**config.mk**
```make
export PLATFORM = sky130hd
export DESIGN_NAME = hpst_cell
export DESIGN_NICKNAME = d
export VERILOG_FILES = /design/src/hw/rtl/hpst_pkg.sv /design/src/hw/rtl/hpst_cell.sv
export SDC_FILE = /design/constraint.sdc
export NUM_CORES = 1
export LEC_CHECK = 0
export ABC_AREA = 1
export BUFFER_PORTS_ARGS = -buffer_cell sky130_fd_sc_hd__buf_2
export CORE_AREA = 2 2 147 149
export CTS_CLUSTER_DIAMETER = 60
export DETAILED_ROUTE_END_ITERATION = 6
export DIE_AREA = 0 0 149 151
export GPL_TIMING_DRIVEN = 0
export PLACE_DENSITY = 0.7
export SETUP_SLACK_MARGIN = 0.4
export SLEW_MARGIN = 20
export SYNTH_ARGS = -nofsm -noshare
export SYNTH_HDL_FRONTEND = slang
export SYNTH_SLANG_ARGS = --single-unit
```
**constraint.sdc**
```tcl
create_clock -name clk -period 6.01 [get_ports clk]
set_clock_uncertainty 0.05 [all_clocks]
set_input_delay 0.9015 -clock clk [delete_from_list [all_inputs] [get_ports clk]]
set_output_delay 0.9015 -clock clk [all_outputs]
set_load 0.03 [all_outputs]
```
**src/hw/rtl/hpst_pkg.sv**
```systemverilog
// Package for the hot page score table: sizes, commands, register indexes, cell types.
`default_nettype none
package hpst_pkg;
  localparam int Entries   = 64;
  localparam int IdxW      = $clog2(Entries);
  localparam int CntW      = $clog2(Entries + 1);
  localparam int PageW     = 52;
  localparam int ScoreW    = 32;
  localparam int RankW     = 6;
  localparam int OccW      = 7;
  localparam int CfgIdxW   = 2;

  typedef enum logic [1:0] {
    CMD_TOUCH  = 2'd0,
    CMD_FORGET = 2'd1,
    CMD_LOOKUP = 2'd2,
    CMD_RANK   = 2'd3
  } cmd_t;

  typedef enum logic [CfgIdxW-1:0] {
    REG_INS  = 2'd0,
    REG_INC  = 2'd1,
    REG_AGE  = 2'd2,
    REG_CEIL = 2'd3
  } reg_idx_t;

  // Per-cell action for one update.
  typedef enum logic [2:0] {
    ACT_HOLD   = 3'd0,
    ACT_FROM_L = 3'd1,  // take left neighbor (shift toward cold end)
    ACT_FROM_R = 3'd2,  // take right neighbor (shift toward hot end)
    ACT_LOAD   = 3'd3,  // take the broadcast entry
    ACT_CLEAR  = 3'd4   // drop entry
  } act_t;

  typedef struct packed {
    logic              valid;
    logic [PageW-1:0]  page;
    logic [ScoreW-1:0] score;
  } entry_t;

  // Broadcast from the controller to every cell.
  typedef struct packed {
    logic              renorm;
    logic [ScoreW-1:0] glob;
    logic [PageW-1:0]  page;
    logic [ScoreW-1:0] score;
  } bcast_t;
endpackage
`default_nettype wire

```
**src/hw/rtl/hpst_cell.sv**
```systemverilog
// One slot of the table: holds an entry, compares it and moves it to a neighbor.
`default_nettype none
module hpst_cell (
  input  wire logic            clk,
  input  wire logic            rst_n,
  input  wire hpst_pkg::bcast_t bc,
  input  wire hpst_pkg::act_t  act,
  input  wire hpst_pkg::entry_t left_i,
  input  wire hpst_pkg::entry_t right_i,
  output hpst_pkg::entry_t     ent_o,
  output logic                 match_o,
  output logic                 gt_o
);
  import hpst_pkg::*;

  entry_t ent_r, ent_nxt;
  logic   valid_r, valid_nxt;

  assign ent_o   = '{valid: valid_r, page: ent_r.page, score: ent_r.score};
  assign match_o = valid_r && (ent_r.page == bc.page);
  assign gt_o    = valid_r && (ent_r.score > bc.score);

  always_comb begin
    ent_nxt   = ent_r;
    valid_nxt = valid_r;
    unique case (act)
      ACT_HOLD: begin
        if (bc.renorm) begin
          ent_nxt.score = (ent_r.score < bc.glob) ? '0 : ent_r.score - bc.glob;
        end
      end
      ACT_FROM_L: begin
        ent_nxt   = left_i;
        valid_nxt = left_i.valid;
      end
      ACT_FROM_R: begin
        ent_nxt   = right_i;
        valid_nxt = right_i.valid;
      end
      ACT_LOAD: begin
        ent_nxt.page  = bc.page;
        ent_nxt.score = bc.score;
        valid_nxt     = 1'b1;
      end
      ACT_CLEAR: valid_nxt = 1'b0;
      default: ;
    endcase
  end

  always_ff @(posedge clk) begin
    if (!rst_n) begin
      valid_r <= 1'b0;
    end else begin
      valid_r <= valid_nxt;
    end
    ent_r <= ent_nxt;
  end
endmodule
`default_nettype wire
```
**Word level (Yosys, flattened, before mapping)**

Index checks and enable logic that the tools add are counted.

- Magnitude comparators: 2
- Div/mod/pow operators: 0
- Shift-type cells: 0
- $mul: 0
- Muxes and demuxes: 5
- Reduce and logical (&&, ||, !) cells: 7
- Equal/unequal tests: 6
- Bitwise operators: 0
- $add $sub $neg: 1

Operators by type and width:

| kind | number |
|---|---|
| 52-bit one-hot mux with 3 select lines | 1 |
| 32-bit one-hot mux with 4 select lines | 1 |
| 32-bit 2-to-1 mux | 2 |
| 52-bit == test | 1 |
| 32-bit greater-than comparator | 1 |
| 32-bit less-than comparator | 1 |
| 32-bit subtractor | 1 |
| 4-bit nonzero test | 2 |
| 3-bit by 2-bit == test with 1-bit output (second input constant) | 2 |
| 1-bit one-hot mux with 4 select lines | 1 |
| 3-bit by 1-bit == test with 1-bit output (second input constant) | 1 |
| 3-bit == test (second input constant) | 1 |
| 3-bit zero test | 1 |
| 3-bit nonzero test | 1 |
| 1-bit logical AND | 2 |
| 2-bit inequality test (second input constant) | 1 |
| 2-bit AND reduction | 1 |

- Output and inout bits: 87
- Word-level logic and storage cells: 24
- Memory bits (writable): 0
- ROM bits: 0
- Latch bits: 0
- Memories kept: 0
- Bits of input ports: 292
- Register bits after elaboration: 85

**Longest topological paths before layout**

- Word-level depth: 4
- Mapped depth: 15
- Gate-level depth less buffers: 15

**Least setup slack after synthesis**

No wires, ideal clock.

- Kind: input to register
- From: input port act[1]
- To: register ent_r (netlist bit ent_o[0]) (enable)
- Arrival: 4.194 ns
- Path slack: 1.377 ns
- Cell stages on the path: 4
- Data required time: 5.570 ns
- Path buffers: 0
- Library setup time: 0.390 ns
- Cell sequence: nor2_1 nor2_1 inv_1 nand2_1

- Longest elaborated chain between the ends: 3
- Elaborated cells on any way between the ends: 7
- Those cells by class: eq/ne: 4; reduce/logical: 3

RTL lines:

| what | line | text |
|---|---|---|
| start, declared | hpst_cell.sv:7 | `input wire hpst_pkg::act_t act,` |
| 3-bit by 2-bit == test with 1-bit output (tied with other cells) | hpst_cell.sv:26 | `unique case (act)` |
| 4-bit nonzero test (no source line) / 2-bit inequality test (equally long branches) | - |  |
| 2-bit AND reduction (no source line) * | - |  |
| end signal, assigned | hpst_cell.sv:56 | `ent_r <= ent_nxt;` |
| end, declared | hpst_cell.sv:16 | `entry_t ent_r, ent_nxt;` |

Every way passes the cells marked *; elsewhere a longest branch is shown, timed or not.
A chain may end at the register's enable or synchronous reset.

**Final worst setup path**

- From: input port bc[31] in the netlist's numbering
- To: output port gt_o

- Longest elaborated chain between the ends: 2

RTL lines:

| what | line | text |
|---|---|---|
| start, declared | hpst_cell.sv:6 | `input wire hpst_pkg::bcast_t bc,` |
| 32-bit greater-than comparator | hpst_cell.sv:21 | `assign gt_o = valid_r && (ent_r.score > bc.score);` |
| 1-bit logical AND | hpst_cell.sv:21 |  |
| end, declared | hpst_cell.sv:12 | `output logic gt_o` |

No other way between the ends.

==> results.toml <==
[setup_path]
critPathRequiredTime_ns = 5.06
critPathArrivalTime_ns = 2.79
cp-start-kind = "primary input"
path_max_fanout = 2
endpoint_kind = "output pin"
criticalPathCategory = "primary input to output pin"

[detailed_routing]
via_per_inst = 5.058
drt-total-wl_um = 34920
drtIter0Drc = 504
num_vias = 9691
drc = 0
ant_nets = 0
wl_per_cell_um = 18.23
first_pass_iters = 5

[clock_tree]
cts_buffers = 9
cts-resized-gates = 0
path_clk_slew_ns = 0.07
clock_sinks = 85
cts_root_buffer = "clkbuf_16"
hold_buffers = 0
clkLatencyLatePin_ns = 0.36
cts_setup_buffers = 0
cts.path.max_buffers = 2
cts_tree = "yes"
ctsHtreeMaxLevel = 3

[global_route]
antenna_found_initial = 6
grt_start_max_net_pins = 22
grt_pass1_wl_um = 50200
grt_pass1_vias = 9280
grt-ovfl-total = 0
grt_usage_pct = 29.99

[timing]
slew-limit-headroom_pct = 48.10
hold_viol = 0
period_needed_ns = 3.744
fmax_mhz = 267.1
maxSlewViolCount = 0
rsz0062_at_grt = "false"
final-setup-viol-count = 0
worstMarginPinSlew_ns = 0.7785
period_share_pct = 62.29

[die]
top_level_ports = 379
start_util_pct = 40.57
coreArea_um2 = 20820
chipWidth_um = 149
die_h_um = 151
die_area_um2 = 22500
num_rows = 53

[placement]
portBuffers = 378
placed_area_um2 = 10780
routabilityCongestion = 0.9460
hpwl_um = 29290

[finish]
drive_gt1_share_pct = 27.20
nets = 1989
syn2layout_area_growth_pct = 31.32
nFillCells = 2154
finalInstanceArea_um2 = 11090
post-route-util_pct = 53.28

[power]
vdd_drop_max_mv = 0.1309
p_leak_nw = 6.116
total_power_mw = 2.523
p_per_area_nw_per_um2 = 227.4

[synth]
ys_seq_area_share_pct = 30.09
synthCells = 1239
synth.distinct_cells = 41
ys_seq_elements = 85
synthFlopType = "edfxtp_1"
synth.net_count = 1597
syn_area_um2 = 8448
synth_edf_count = 84
avgSynthCellArea_um2 = 6.818
yosysWarnings = 0
async_flop_share_pct = 0

[min_path]
hold_class = "flop to flop"

[status]
status = "completed"

[job]
max_cap_violations = 0
==> state kept, by name, summed over array words and instances (netlist names) <==
| name | count |
|---|---|
| valid_r | 1 |
| ent_o | 84 |
==> worst paths after layout <==
kind / from / endpoint / slack (ns) / cells after the start
setup reg to reg: ent_o[0] / ent_o[28] / 3.46 / 15
setup / recovery: bc[31] / gt_o / 2.27 / 10
hold reg to reg: valid_r / valid_r / 0.63 / 4
hold / removal: valid_r / valid_r / 0.63 / 4
==> Yosys cell counts, types with 3 or more instances <==
| master | number | area [um^2] |
|---|---|---|
| buf_2 | 11 | 55.05 |
| buf_1 | 3 | 11.26 |
| nand2_2 | 5 | 31.28 |
| nor2_1 | 98 | 367.9 |
| o211ai_1 | 35 | 262.8 |
| a22o_1 | 7 | 61.31 |
| nand4_1 | 17 | 106.4 |
| o22ai_1 | 9 | 56.30 |
| nand2_4 | 4 | 45.04 |
| nand3_1 | 33 | 165.2 |
| xor2_1 | 9 | 78.83 |
| a22oi_1 | 17 | 127.6 |
| ha_1 | 65 | 813.3 |
| xnor2_1 | 23 | 201.4 |
| o21ai_2 | 12 | 105.1 |
| inv_2 | 4 | 15.01 |
| edfxtp_1 | 84 | 2522 |
| o21ai_1 | 9 | 45.04 |
| nand3b_1 | 6 | 45.04 |
| and2_1 | 3 | 18.77 |
| a21oi_1 | 36 | 180.2 |
| a221oi_1 | 31 | 271.5 |
| o21ai_0 | 27 | 135.1 |
| nand2_1 | 409 | 1535 |
| clkbuf_1 | 12 | 45.04 |
| nor3_1 | 6 | 30.03 |
| nor2_2 | 4 | 25.02 |
| inv_1 | 240 | 900.9 |
| nor4_1 | 3 | 18.77 |
==> final cells by class <==
cell class	instances	area (um^2)	share of cell area, %
diodes	5	12.51	0.1128
plain buffers	30	148.9	1.342
inverters	244	915.9	8.255
multi-input cells	880	4851	43.72
repair buffers	381	1974	17.80
flip-flops and latches	85	2542	22.92
clock buffers	9	225.2	2.030
well taps	275	344.1	3.101
clock inverters	7	80.08	0.7218
==> logic make-up (layout without fill, tap and decap cells) <==
kind of cell,after synthesis,after routing,synth area share [%]
other,0,5,0
adder cells (fa/ha/maj),66,66,9.864
XOR/XNOR,32,32,3.318
buffers and inverters,274,671,12.60
AND/OR/NAND/NOR,589,589,28.41
AO/OA/AOI/OAI,193,193,15.71
flip-flops,85,85,30.09
==> report_power, final <==
part / internal, mW / switching [mW]
sequential: 0.742 / 0.0636
combinational: 0.389 / 0.711
clock: 0.330 / 0.287
total: 1.46 / 1.06
==> cell usage in the layout (no fill, tap or decap), types with 27 or more instances in the layout <==
cell type and instances:
nor2_1 97, a21oi_1 36, buf_2 389, inv_1 240
nand2_1 408, edfxtp_1 84, nand3_1 33, ha_1 65
o21ai_0 27, o211ai_1 35, a221oi_1 31
==> per-layer routing <==
metal | up-vias | part of all wire [%] | track usage (%)
li1 | 4831 | - | -
met1 | 4386 | 39 | 34.71
met2 | 395 | 50 | 55.18
met3 | 77 | 6.7 | 4.036
met4 | 2 | 4.2 | 13.24
met5 | - | 0.049 | 0
==> stage by stage <==
stage	setup WS (ns)	hold WS, ns	TNS [ns]	std cells
floorplan	1.377	0.5308	0	1239
detailed placement	2.247	0.6365	0	1895
CTS	2.240	0.6465	0	1911
global route	2.145	0.7025	0	1915
finish	2.266	0.6272	0	1916
global placement	-0.4772	0.6267	-15.17	1892
==> critical path, stage by stage <==
cell and delay, ns:
buf_2 0.07, inv_1 0.05, ha_1 0.29, nand2_1 0.08, nor2_1 0.22, nand4_1 0.26
nor3_1 0.26, nand3_1 0.12, a21oi_1 0.28, buf_2 0.26
Note: power is estimated with default switching activity, not from simulation.
